<file path="config.mk">
export PLATFORM = sky130hd
export DESIGN_NAME = i2c_master_bit_engine
export DESIGN_NICKNAME = d
export VERILOG_FILES = /design/src/rtl/core/i2cm_pkg.sv /design/src/rtl/core/i2c_master_bit_engine.sv /design/src/rtl/core/i2cm_step.sv
export SDC_FILE = /design/constraint.sdc
export NUM_CORES = 1
export LEC_CHECK = 0
export BUFFER_PORTS_ARGS = -buffer_cell sky130_fd_sc_hd__buf_4
export CAP_MARGIN = 20
export CORE_MARGIN = 10
export CORE_UTILIZATION = 54
export DETAILED_ROUTE_END_ITERATION = 10
export GPL_TIMING_DRIVEN = 1
export PLACE_DENSITY = 0.83
export SETUP_SLACK_MARGIN = 0.2
export SYNTH_ARGS = -nofsm -noshare
export SYNTH_HDL_FRONTEND = slang
export SYNTH_SLANG_ARGS = --single-unit
export TNS_END_PERCENT = 20
</file>
<file path="constraint.sdc">
create_clock -name clk -period 3.1 [get_ports clk]
set_input_delay 0.155 -clock clk [delete_from_list [all_inputs] [get_ports clk]]
set_output_delay 0.155 -clock clk [all_outputs]
set_load 0.02 [all_outputs]
</file>
<file path="src/rtl/core/i2cm_pkg.sv">
// ----------------------------------------------------------------------------
// i2cm_pkg
// Shared types and codes for the tick-level I2C master bit engine.
// ----------------------------------------------------------------------------
`default_nettype none

package i2cm_pkg;

    localparam logic [2:0] OP_IDLE  = 3'd0;
    localparam logic [2:0] OP_START = 3'd1;
    localparam logic [2:0] OP_STOP  = 3'd2;
    localparam logic [2:0] OP_READ  = 3'd3;
    localparam logic [2:0] OP_WRITE = 3'd4;

    localparam logic [3:0] BITS_PER_BYTE = 4'd8;
    localparam logic [3:0] BITS_ACK_DONE = 4'd9;
    localparam logic [7:0] POLL_LIMIT_RESET = 8'd255;

    typedef struct packed {
        logic [2:0] cmd;
        logic [7:0] tx_byte;
        logic       final_read;
        logic       sda_in;
    } item_t;

    typedef struct packed {
        logic [2:0] op;
        logic [2:0] phase;
        logic [3:0] bit_count;
        logic [7:0] shift_byte;
        logic [7:0] poll_count;
        logic       scl;
        logic       sda;
        logic       sda_dir;
        logic       ack_flag;
        logic       last_nack;
        logic [7:0] rx_hold;
    } state_t;

    localparam state_t STATE_RESET = '{
        op:         OP_IDLE,
        phase:      3'd0,
        bit_count:  4'd0,
        shift_byte: 8'd0,
        poll_count: 8'd0,
        scl:        1'b1,
        sda:        1'b1,
        sda_dir:    1'b1,
        ack_flag:   1'b0,
        last_nack:  1'b0,
        rx_hold:    8'd0
    };

endpackage

`default_nettype wire

</file>
<file path="src/rtl/core/i2c_master_bit_engine.sv">
// ----------------------------------------------------------------------------
// i2c_master_bit_engine
// Byte-level I2C master stepped one bit-phase tick per transfer.
// ----------------------------------------------------------------------------
// Every transfer on the item channel is one delay tick and returns exactly one
// result transfer holding the pin levels after that tick. Ticks go through an
// input register and a result register, so a tick is accepted every cycle
// unless results stall, its result appears once it has passed both registers,
// and the sequencer state is updated once per tick by combinational logic.
// Commands are only taken while ready_res of the previous result was 1; a
// command given while busy is dropped. Write ack_poll_limit over the cfg
// channel only when no tick is in flight.
// ----------------------------------------------------------------------------
`default_nettype none

module i2c_master_bit_engine (
    input  logic       clk,
    input  logic       rst_n,
    input  logic       item_valid,
    output logic       item_ready,
    input  logic [2:0] cmd,
    input  logic [7:0] tx_byte,
    input  logic       final_read,
    input  logic       sda_in,
    output logic       res_valid,
    input  logic       res_ready,
    output logic       scl_level,
    output logic       sda_level,
    output logic       sda_drive,
    output logic       ready_res,
    output logic       done_res,
    output logic [7:0] rx_byte,
    output logic       acked,
    input  logic       cfg_valid,
    output logic       cfg_ready,
    input  logic [7:0] cfg_data
);
    import i2cm_pkg::*;

    logic       in_valid_reg;
    item_t      in_item_reg;
    state_t     state_reg;
    state_t     state_next;
    logic       done_next;
    logic [7:0] poll_limit_reg;
    logic       res_valid_reg;
    logic       advance;

    assign advance    = !res_valid_reg || res_ready;
    assign item_ready = !in_valid_reg || advance;
    assign cfg_ready  = 1'b1;

    i2cm_step u_step (
        .cur        (state_reg),
        .item       (in_item_reg),
        .poll_limit (poll_limit_reg),
        .nxt        (state_next),
        .done       (done_next)
    );

    always_ff @(posedge clk or negedge rst_n)
    begin
        if (!rst_n)
        begin
            poll_limit_reg <= POLL_LIMIT_RESET;
        end
        else if (cfg_valid)
        begin
            poll_limit_reg <= cfg_data;
        end
    end

    always_ff @(posedge clk)
    begin
        if (item_valid && item_ready)
        begin
            in_item_reg <= '{cmd: cmd, tx_byte: tx_byte,
                             final_read: final_read, sda_in: sda_in};
        end
    end

    always_ff @(posedge clk or negedge rst_n)
    begin
        if (!rst_n)
        begin
            in_valid_reg  <= 1'b0;
            res_valid_reg <= 1'b0;
            state_reg     <= STATE_RESET;
            done_res      <= 1'b0;
        end
        else
        begin
            if (item_ready)
            begin
                in_valid_reg <= item_valid;
            end
            if (advance)
            begin
                res_valid_reg <= in_valid_reg;
                if (in_valid_reg)
                begin
                    state_reg <= state_next;
                    done_res  <= done_next;
                end
            end
        end
    end

    assign res_valid = res_valid_reg;
    assign scl_level = state_reg.scl;
    assign sda_level = state_reg.sda;
    assign sda_drive = state_reg.sda_dir;
    assign ready_res = (state_reg.op == OP_IDLE);
    assign rx_byte   = state_reg.rx_hold;
    assign acked     = state_reg.ack_flag;

    a_done_idle: assert property (@(posedge clk) disable iff (!rst_n)
        res_valid && done_res |-> ready_res)
        else $error("done without returning to idle");

    a_idle_clean: assert property (@(posedge clk) disable iff (!rst_n)
        state_reg.op == OP_IDLE |-> state_reg.phase == 3'd0 && state_reg.bit_count == 4'd0)
        else $error("idle with stale phase or bit count");

    a_bit_range: assert property (@(posedge clk) disable iff (!rst_n)
        state_reg.bit_count <= BITS_ACK_DONE)
        else $error("bit count out of range");

    a_release_op: assert property (@(posedge clk) disable iff (!rst_n)
        !state_reg.sda_dir |-> state_reg.op == OP_READ || state_reg.op == OP_WRITE)
        else $error("SDA released outside a byte transfer");

    a_hold_state: assert property (@(posedge clk) disable iff (!rst_n)
        res_valid && !res_ready |=> $stable(state_reg))
        else $error("state moved while result stalled");

endmodule

`default_nettype wire

</file>
<file path="src/rtl/core/i2cm_step.sv">
// ----------------------------------------------------------------------------
// i2cm_step
// One tick of the sequencer: command take-over and the pin action.
// ----------------------------------------------------------------------------
`default_nettype none

module i2cm_step (
    input  i2cm_pkg::state_t cur,
    input  i2cm_pkg::item_t  item,
    input  logic [7:0]       poll_limit,
    output i2cm_pkg::state_t nxt,
    output logic             done
);
    import i2cm_pkg::*;

    always_comb
    begin
        state_t     s;
        logic       fin;
        logic [3:0] bc_inc;
        logic [7:0] pc_inc;

        s      = cur;
        fin    = 1'b0;
        bc_inc = cur.bit_count + 4'd1;
        pc_inc = cur.poll_count + 8'd1;

        if (cur.op == OP_IDLE && item.cmd >= OP_START && item.cmd <= OP_WRITE)
        begin
            s.op         = item.cmd;
            s.phase      = 3'd0;
            s.bit_count  = 4'd0;
            s.poll_count = 8'd0;
            bc_inc       = 4'd1;
            pc_inc       = 8'd1;
            if (item.cmd == OP_READ)
            begin
                s.shift_byte = 8'd0;
                s.last_nack  = item.final_read;
            end
            else if (item.cmd == OP_WRITE)
            begin
                s.shift_byte = item.tx_byte;
                s.ack_flag   = 1'b0;
            end
        end

        unique case (s.op)
            OP_START:
            begin
                unique case (s.phase)
                    3'd0:    s.sda = 1'b1;
                    3'd1:    s.scl = 1'b1;
                    3'd2:    s.sda = 1'b0;
                    default:
                    begin
                        s.scl = 1'b0;
                        fin   = 1'b1;
                    end
                endcase
                s.phase = s.phase + 3'd1;
            end
            OP_STOP:
            begin
                unique case (s.phase)
                    3'd0:    s.sda = 1'b0;
                    3'd1:    s.scl = 1'b0;
                    3'd2:    s.scl = 1'b1;
                    default:
                    begin
                        s.sda = 1'b1;
                        fin   = 1'b1;
                    end
                endcase
                s.phase = s.phase + 3'd1;
            end
            OP_READ:
            begin
                unique case (s.phase)
                    3'd0:
                    begin
                        s.sda_dir = 1'b0;
                        s.scl     = 1'b0;
                        s.phase   = 3'd1;
                    end
                    3'd1:
                    begin
                        s.scl   = 1'b1;
                        s.phase = 3'd2;
                    end
                    3'd2:    s.phase = 3'd3;
                    3'd3:
                    begin
                        s.shift_byte = {s.shift_byte[6:0], item.sda_in};
                        s.scl        = 1'b0;
                        s.bit_count  = bc_inc;
                        s.phase      = (bc_inc >= BITS_PER_BYTE) ? 3'd4 : 3'd0;
                    end
                    3'd4:
                    begin
                        s.sda_dir = 1'b1;
                        s.scl     = 1'b0;
                        s.phase   = 3'd5;
                    end
                    3'd5:
                    begin
                        s.sda   = s.last_nack;
                        s.phase = 3'd6;
                    end
                    3'd6:
                    begin
                        s.scl   = 1'b1;
                        s.phase = 3'd7;
                    end
                    default:
                    begin
                        s.scl     = 1'b0;
                        s.rx_hold = s.shift_byte;
                        fin       = 1'b1;
                    end
                endcase
            end
            OP_WRITE:
            begin
                unique case (s.phase)
                    3'd0:
                    begin
                        s.scl   = 1'b0;
                        s.phase = 3'd1;
                    end
                    3'd1:
                    begin
                        s.sda        = s.shift_byte[7];
                        s.shift_byte = {s.shift_byte[6:0], 1'b0};
                        s.phase      = 3'd2;
                    end
                    3'd2:
                    begin
                        s.scl   = 1'b1;
                        s.phase = 3'd3;
                    end
                    3'd3:
                    begin
                        s.scl       = 1'b0;
                        s.bit_count = bc_inc;
                        s.phase     = (bc_inc >= BITS_PER_BYTE) ? 3'd4 : 3'd1;
                    end
                    3'd4:
                    begin
                        s.sda_dir = 1'b0;
                        s.sda     = 1'b1;
                        s.phase   = 3'd5;
                    end
                    3'd5:
                    begin
                        s.scl        = 1'b1;
                        s.poll_count = 8'd0;
                        s.phase      = 3'd6;
                    end
                    3'd6:
                    begin
                        if (!item.sda_in)
                        begin
                            s.ack_flag = 1'b1;
                            s.phase    = 3'd7;
                        end
                        else
                        begin
                            s.poll_count = pc_inc;
                            if (pc_inc >= poll_limit)
                            begin
                                s.phase = 3'd7;
                            end
                        end
                    end
                    default:
                    begin
                        if (s.bit_count == BITS_PER_BYTE)
                        begin
                            s.scl       = 1'b0;
                            s.bit_count = BITS_ACK_DONE;
                        end
                        else
                        begin
                            s.sda_dir = 1'b1;
                            s.sda     = 1'b1;
                            fin       = 1'b1;
                        end
                    end
                endcase
            end
            default:
            begin
            end
        endcase

        if (fin)
        begin
            s.op        = OP_IDLE;
            s.phase     = 3'd0;
            s.bit_count = 4'd0;
        end

        nxt  = s;
        done = fin;
    end

endmodule

`default_nettype wire

</file>
==> impl_table.tex, run 1 <==
\begin{tabular}{lr}
\hline
Metric & Value \\
\hline
\multicolumn{2}{l}{\textbf{Global routing}} \\
\quad Vias in the first global route & 3866 \\
\quad Maximum number of pins on one net before global-route repair & between 50 and 60 \\
\quad Global routing usage summed across all routing layers & a little under 20\% \\
\quad Global routing usage on met3 & 4.79\% \\
\quad Met2 track utilization from global routing & 32.8\% \\
\quad Number of antenna violations at the first check in global routing & 1 \\
\quad Most crowded layer after global routing & met2 \\
\quad Total congestion overflow after global routing & 0 \\
\quad First-pass GRT wire length & 18600 µm \\
\quad Met1 track demand over resource & 23.6\% \\
\multicolumn{2}{l}{\textbf{Yosys}} \\
\quad Netlist area before placement & 4120 µm² \\
\quad Area contributors post-synth & dfrtp\_1 (24\%), edfxtp\_1 (9.5\%), dfstp\_2 (7.0\%) \\
\quad Area share of the largest cell type after synthesis & about a quarter \\
\quad Cell count after synthesis & $\sim$450 \\
\quad Proportion of synthesized chip area in sequential cells & between 40\% and 50\% \\
\quad FFs w/ async S/R, synth & between 70\% and 80\% \\
\quad Count of state elements after synthesis & 63 \\
\quad Count of distinct cell types in the synthesized netlist & between 70 and 80 \\
\quad Most used flip-flop cell after synthesis & dfrtp\_1 \\
\quad Synthesized netlist net count & 495 \\
\quad Number of enable flip-flop cells after synthesis & 13 \\
\quad Most frequent cells after synthesis & dfrtp\_1 (39), nand2\_1 (39), o21ai\_0 (39) \\
\quad Mapped Avg Cell Area & slightly above 9 µm² \\
\quad Number of warnings printed during yosys synthesis & 0 \\
\quad Largest area contributor in the netlist & dfrtp\_1 \\
\multicolumn{2}{l}{\textbf{Route}} \\
\quad Post-detailed-route count of antenna-violating nets & 0 \\
\quad Total via count in the routed design & 3806 \\
\quad Vias/cell & approximately 6 \\
\quad Number of DRC violations after detailed-routing iteration 0 & 222 \\
\quad Wire length per cell & roughly 18 µm \\
\quad DRT Wirelength & roughly 11000 µm \\
\quad Remaining DRCs & 0 \\
\quad DR pass1 iterations & 5 \\
\multicolumn{2}{l}{\textbf{Worst hold path}} \\
\quad Worst Hold Class & input pin to flip-flop \\
\multicolumn{2}{l}{\textbf{Timing}} \\
\quad Final Hold Vio Count & 0 \\
\quad Achievable clock frequency & 0.353 GHz \\
\quad RSZ-0062 raised after global routing & yes \\
\quad Count of final setup violators & 0 \\
\quad Accumulated negative setup slack & 0 ps \\
\quad Worst slew margin & a little under three fifths \\
\quad Final clock skew & roughly 12 ps \\
\quad Post-route clock period utilization & 91.4\% \\
\quad Worst slew pin tran & roughly 660 ps \\
\quad Time the worst path needs with I/O delays and setup & $\sim$2800 ps \\
\quad Final count of pins violating max slew & 0 \\
\multicolumn{2}{l}{\textbf{Setup path}} \\
\quad WP data required & 3340 ps \\
\quad Largest driver fanout on the critical path & 7 \\
\quad Startpoint type of the worst setup path & flip-flop \\
\quad Classification of the worst setup path & flip-flop to flip-flop \\
\quad CP Capture Type & flip-flop \\
\quad Crit path DAT & slightly above 3000 ps \\
\multicolumn{2}{l}{\textbf{Clock network}} \\
\quad Root cell of the clock tree & clkbuf\_8 \\
\quad H-tree levels & 3 \\
\quad Clock tree from TritonCTS & done \\
\quad Clock slew at the register clock pins of the worst setup and hold paths & 80 ps \\
\quad Number of sinks handled by clock tree synthesis & 63 \\
\quad Number of buffers created by CTS & 9 \\
\quad Clock tree buffer depth & 2 \\
\quad Worst-skew pair later-pin latency & 350 ps \\
\multicolumn{2}{l}{\textbf{Layout}} \\
\quad Layout net count & 563 \\
\quad Number of standard cells in the final layout excluding fillers & between 600 and 700 \\
\quad Utilization after layout & around 71\% \\
\quad Share of layout cells above drive strength 1 & slightly below 30\% \\
\quad Final instance area & approximately 5200 µm² \\
\quad Flip-flop count of the largest register after layout & 27 \\
\quad Layout area overhead & 25.6\% \\
\multicolumn{2}{l}{\textbf{Place}} \\
\quad Cell count after placement & 587 \\
\quad Count of buffers inserted at the top-level ports & 41 \\
\quad HPWL Detailed & 7930 µm \\
\quad Weighted congestion at the end of routability-driven global placement & between 0.9 and 1 \\
\quad Placed Instance Area & between 4000 and 5000 µm² \\
\multicolumn{2}{l}{\textbf{Die}} \\
\quad Core area & about 7300 µm² \\
\quad Die span in y & roughly 110 µm \\
\quad Num ports & 43 \\
\quad Standard-cell row count & 31 \\
\quad Die extent in x & between 100 and 150 µm \\
\quad Starting density of the core & 56.2\% \\
\quad Die Outline Area & $\sim$12000 µm² \\
\multicolumn{2}{l}{\textbf{Run status}} \\
\quad Status & finished, final reports clean \\
\multicolumn{2}{l}{\textbf{Power}} \\
\quad Leakage Power & about 2.2 nW \\
\quad Maximum VDD drop & between 0.4 and 0.5 mV \\
\quad Power density of the placed cells & slightly above 800 nW/µm² \\
\multicolumn{2}{l}{\textbf{Run}} \\
\quad Maximum Capacitance Violations & 0 \\
\hline
\end{tabular}
## cell families after synthesis
logic type      synth area share [%]
simple gates                    16.6
other cells                   0.0910
mux                             6.50
flops                           40.2
xor+xnor                        1.91
fa+ha+maj                       5.16
compound gates                  23.0
buf+inv                         6.50
## path summary, 6_finish.rpt
check                              start           endpoint  slack (ps)  depth (start not counted)
min in group asynchronous          rst_n      state_reg[30]         350                          2
min                          cfg_data[1]  poll_limit_reg[1]          20                          3
min reg2reg                     done_res           done_res         500                          1
max                        state_reg[38]      state_reg[34]         270                         11
max reg2reg                state_reg[38]      state_reg[34]         270                         11
max in group asynchronous          rst_n         rx_byte[3]        2270                          2
## routing by layer
layer,share of wire (%),vias up
li1,-,1784
met1,42,1816
met2,48,179
met3,7.4,27
met4,2.7,0
met5,0,-
## power breakdown
group	leakage, nW	switching (W)	internal (W)
Sequential	0.762	0.000150	0.00104
Clock	0.0999	0.000356	0.000389
Combinational	1.37	0.00127	0.000964
Total	2.23	0.00177	0.00239
## final cells by class
| class | count | area, µm² |
|---|---|---|
| inverters | 20 | 87.6 |
| diodes | 1 | 2.50 |
| multi-input cells | 333 | 2350 |
| well taps | 99 | 124 |
| repair buffers | 93 | 743 |
| clock inverters | 5 | 36.3 |
| fillers | 516 | 2160 |
| flip-flops and latches | 63 | 1660 |
| clock buffers | 11 | 174 |
## through the flow
stage	setup WS [ps]	hold WS (ps)	power, W
after floorplan	191	-141	0.00266
after global placement	112	225	0.00321
after CTS	181	4.66	0.00404
after global routing	120	12.8	0.00442
final	267	19.0	0.00417
after detailed placement	54.4	234	0.00325
## timing repair
item                       CTS  global route
pin swaps                    1            12
cloned                       0             0
setup endpoints to repair   13            26
buffers inserted             1             5
resized for setup            5            22
hold endpoints to repair    53             0
hold buffers                15             0
## placed cells by master (no fill, tap or decap), drive strengths merged, types with 5 or more instances in the layout
cell,n
nand2,39
nand2b,7
buf,78
and2,7
o22ai,12
o21ai,41
xnor2,6
dfrtp,39
nor3,10
dlygate4sd3,15
mux2i,11
nor2,36
a31oi,6
nor3b,5
dfstp,11
a211oi,9
mux2,14
a21oi,31
clkbuf,11
ha,17
edfxtp,13
inv,19
and3,7
nand3,11
## critical path: stages (launching register included)
cell and delay, ps:
dfrtp_1 380, or3_4 450, nor3_4 370, nor2_2 80, ha_1 340, a211oi_2 220
o21a_1 160, o211ai_1 130, buf_4 160, o31ai_1 190, and3_1 180, nor3_1 50
Power figures use the tool's default switching activity.
==> run 2, diff against run 1 <==
--- a/config.mk
+++ b/config.mk
@@ -12,6 +12,7 @@
 export DETAILED_ROUTE_END_ITERATION = 10
 export GPL_TIMING_DRIVEN = 1
 export PLACE_DENSITY = 0.83
+export REMOVE_ABC_BUFFERS = 1
 export SETUP_SLACK_MARGIN = 0.2
 export SYNTH_ARGS = -nofsm -noshare
 export SYNTH_HDL_FRONTEND = slang
==> impl_table.tex, run 2 (synthesis results as in run 1) <==
\begin{tabular}{lr}
\hline
Metric & Value \\
\hline
\multicolumn{2}{l}{\textbf{Timing}} \\
\quad Final count of pins violating max slew & 0 (unchanged) \\
\quad Final clock skew & 11.1 ps (-0.914 ps) \\
\quad Achievable clock frequency & 0.346 GHz (-2.1\%) \\
\quad Post-route clock period utilization & 93.3\% (+1.9 points) \\
\quad Final Hold Vio Count & 0 (unchanged) \\
\quad RSZ-0062 raised after global routing & yes \\
\quad Accumulated negative setup slack & 0 ps (unchanged) \\
\quad Time the worst path needs with I/O delays and setup & 2890 ps (+60.3 ps) \\
\quad Worst Setup Slack, final & 207 ps (-60.3 ps) \\
\quad Count of final setup violators & 0 (unchanged) \\
\quad Worst slew margin & 55.5\% (-0.27 points) \\
\quad Worst slew pin tran & 667 ps (+6.42 ps) \\
\multicolumn{2}{l}{\textbf{Run status}} \\
\quad Status & finished, final reports clean \\
\multicolumn{2}{l}{\textbf{Die}} \\
\quad Starting density of the core & 56.2\% (unchanged) \\
\quad Die span in y & 107 µm (unchanged) \\
\quad Core area & 7330 µm² (unchanged) \\
\quad Die extent in x & 107 µm (unchanged) \\
\quad Standard-cell row count & 31 (unchanged) \\
\quad Num ports & 43 (unchanged) \\
\quad Die Outline Area & 11500 µm² (unchanged) \\
\multicolumn{2}{l}{\textbf{Layout}} \\
\quad Flip-flop count of the largest register after layout & 27 (unchanged) \\
\quad Most used cells in the layout excluding fill and tap cells & buf\_4 (84), dfrtp\_1 (39), o21ai\_0 (38) \\
\quad Antenna cell count & 0 (-1) \\
\quad Layout net count & 571 (+1.4\%) \\
\quad Share of layout cells above drive strength 1 & 29.1\% (-0.63 points) \\
\quad Number of standard cells in the final layout excluding fillers & 632 (+1.1\%) \\
\quad Most common library cell in the layout ignoring fill and taps & buf\_4 \\
\quad Layout area overhead & 25.1\% \\
\multicolumn{2}{l}{\textbf{Clock network}} \\
\quad Worst-skew pair later-pin latency & 350 ps (about the same) \\
\quad Number of buffers created by CTS & 9 (unchanged) \\
\quad Clock tree buffer depth & 2 (unchanged) \\
\quad H-tree levels & 3 (unchanged) \\
\quad Number of sinks handled by clock tree synthesis & 63 (unchanged) \\
\quad Clock slew at the register clock pins of the worst setup and hold paths & 70 ps (about the same) \\
\quad Clock tree from TritonCTS & done \\
\quad Root cell of the clock tree & clkbuf\_8 \\
\multicolumn{2}{l}{\textbf{Route}} \\
\quad Number of DRC violations after detailed-routing iteration 0 & 291 (+31\%) \\
\quad Total via count in the routed design & 3861 (+1.4\%) \\
\quad Post-detailed-route count of antenna-violating nets & 0 (unchanged) \\
\quad DRT Wirelength & 11500 µm (+1.9\%) \\
\quad Vias/cell & 6.11 (+0.32\%) \\
\quad DR pass1 iterations & 5 (unchanged) \\
\quad Wire length per cell & 18.2 µm (+0.74\%) \\
\quad Remaining DRCs & 0 (unchanged) \\
\multicolumn{2}{l}{\textbf{Global routing}} \\
\quad First-pass GRT wire length & 19100 µm (+2.9\%) \\
\quad Vias in the first global route & 3928 (+1.6\%) \\
\quad Total congestion overflow after global routing & 0 (unchanged) \\
\quad Maximum number of pins on one net before global-route repair & 51 (unchanged) \\
\quad Number of antenna violations at the first check in global routing & 0 (-1) \\
\quad Global routing usage summed across all routing layers & 20.3\% (+0.59 points) \\
\multicolumn{2}{l}{\textbf{Place}} \\
\quad Cell count after placement & 591 (+0.68\%) \\
\quad Count of buffers inserted at the top-level ports & 41 (unchanged) \\
\quad Pre-CTS worst setup slack & 92.3 ps (+37.9 ps) \\
\quad HPWL Detailed & 7990 µm (+0.73\%) \\
\quad Weighted congestion at the end of routability-driven global placement & 0.956 (about the same) \\
\multicolumn{2}{l}{\textbf{Setup path}} \\
\quad Crit path DAT & 3120 ps (+50 ps) \\
\quad Largest driver fanout on the critical path & 8 (+1) \\
\quad CP Capture Type & flip-flop \\
\quad Endpoint of the most critical register-to-register path & rx\_byte[0] \\
\quad Classification of the worst setup path & flip-flop to flip-flop \\
\quad Startpoint type of the worst setup path & flip-flop \\
\quad Worst reg2reg path startpoint & in\_item\_reg[12] \\
\quad WP data required & 3330 ps (about the same) \\
\quad Setup slack on the worst flop-to-flop path & 210 ps (-60 ps) \\
\quad Depth of the worst register-to-register path & 10 (-1) \\
\quad Critical path origin & in\_item\_reg[12] \\
\multicolumn{2}{l}{\textbf{Worst hold path}} \\
\quad Hold worst-path end & poll\_limit\_reg[5] \\
\quad Hold wc startpoint & cfg\_data[5] \\
\quad Worst hold stages & 3 (unchanged) \\
\quad Worst Hold Class & input pin to flip-flop \\
\multicolumn{2}{l}{\textbf{Power}} \\
\quad Leakage Power & 2.26 nW (+1.3\%) \\
\quad Power density of the placed cells & 801 nW/µm² (-0.48\%) \\
\quad Maximum VDD drop & 0.515 mV (+11\%) \\
\multicolumn{2}{l}{\textbf{Run}} \\
\quad Maximum Capacitance Violations & 0 (unchanged) \\
\hline
\end{tabular}
## run 2: cell type report
cell class                      instances  area, µm²
Tap cell                               99        124
Inverter                               20       75.1
Clock inverter                          7       87.6
Sequential cell                        63       1660
Multi-Input combinational cell        333       2290
Timing Repair Buffer                  101        803
Clock buffer                            9        124
Fill cell                             547       2170
## run 2: power breakdown
group	total [W]	switching (W)	internal (W)	leakage, nW
Clock	0.000785	0.000339	0.000446	0.102
Combinational	0.00216	0.00122	0.000933	1.40
Sequential	0.00119	0.000149	0.00104	0.762
Total	0.00413	0.00171	0.00242	2.26
## run 2: routing by layer
layer	up-vias	wire length, µm	GRT usage [%]
met4	0	315	8.40
li1	1806	-	-
met2	172	5850	34.4
met3	30	834	6.83
met1	1853	4530	23.0
met5	-	0	0
## run 2: how the worst max path moves through the flow
stage                               end  slack (ps)  depth (start not counted)
after floorplan              rx_byte[0]        -570                         10
after global placement       rx_byte[6]         190                         11
after detailed placement  state_reg[33]          90                         11
after CTS                    rx_byte[3]         210                         12
after global routing      state_reg[31]          50                         12
final                        rx_byte[0]         210                         10
## run 2: stage by stage
| stage | hold slack [ps] | power, W | instance area (µm²) | util (%) |
|---|---|---|---|---|
| 2_1_floorplan | -141 | 0.00244 | 3930 | - |
| 3_3_place_gp | 224 | 0.00314 | 4620 | 63.1 |
| 3_5_place_dp | 231 | 0.00318 | 4620 | 63.1 |
| 4_1_cts | 10.4 | 0.00404 | 5060 | 69.0 |
| 5_1_grt | 2.53 | 0.00440 | 5160 | 70.3 |
| 6_report | 17.7 | 0.00413 | 5160 | 70.3 |
## run 2: worst max-delay path, stage by stage, from the launching register on
cell	delay [ps]
edfxtp_1	460
or3_1	470
nand3_2	150
nand2_2	100
ha_1	310
buf_4	200
nor4_2	260
buf_4	170
and3_1	170
buf_6	150
mux2_2	350
## run 2: timing repair
item,in CTS,in global routing
cloned,0,0
buffers inserted,5,5
resized for setup,10,13
hold endpoints to repair,53,0
endpoints found under the setup margin,14,25
pin swaps,2,2
hold buffers,15,0
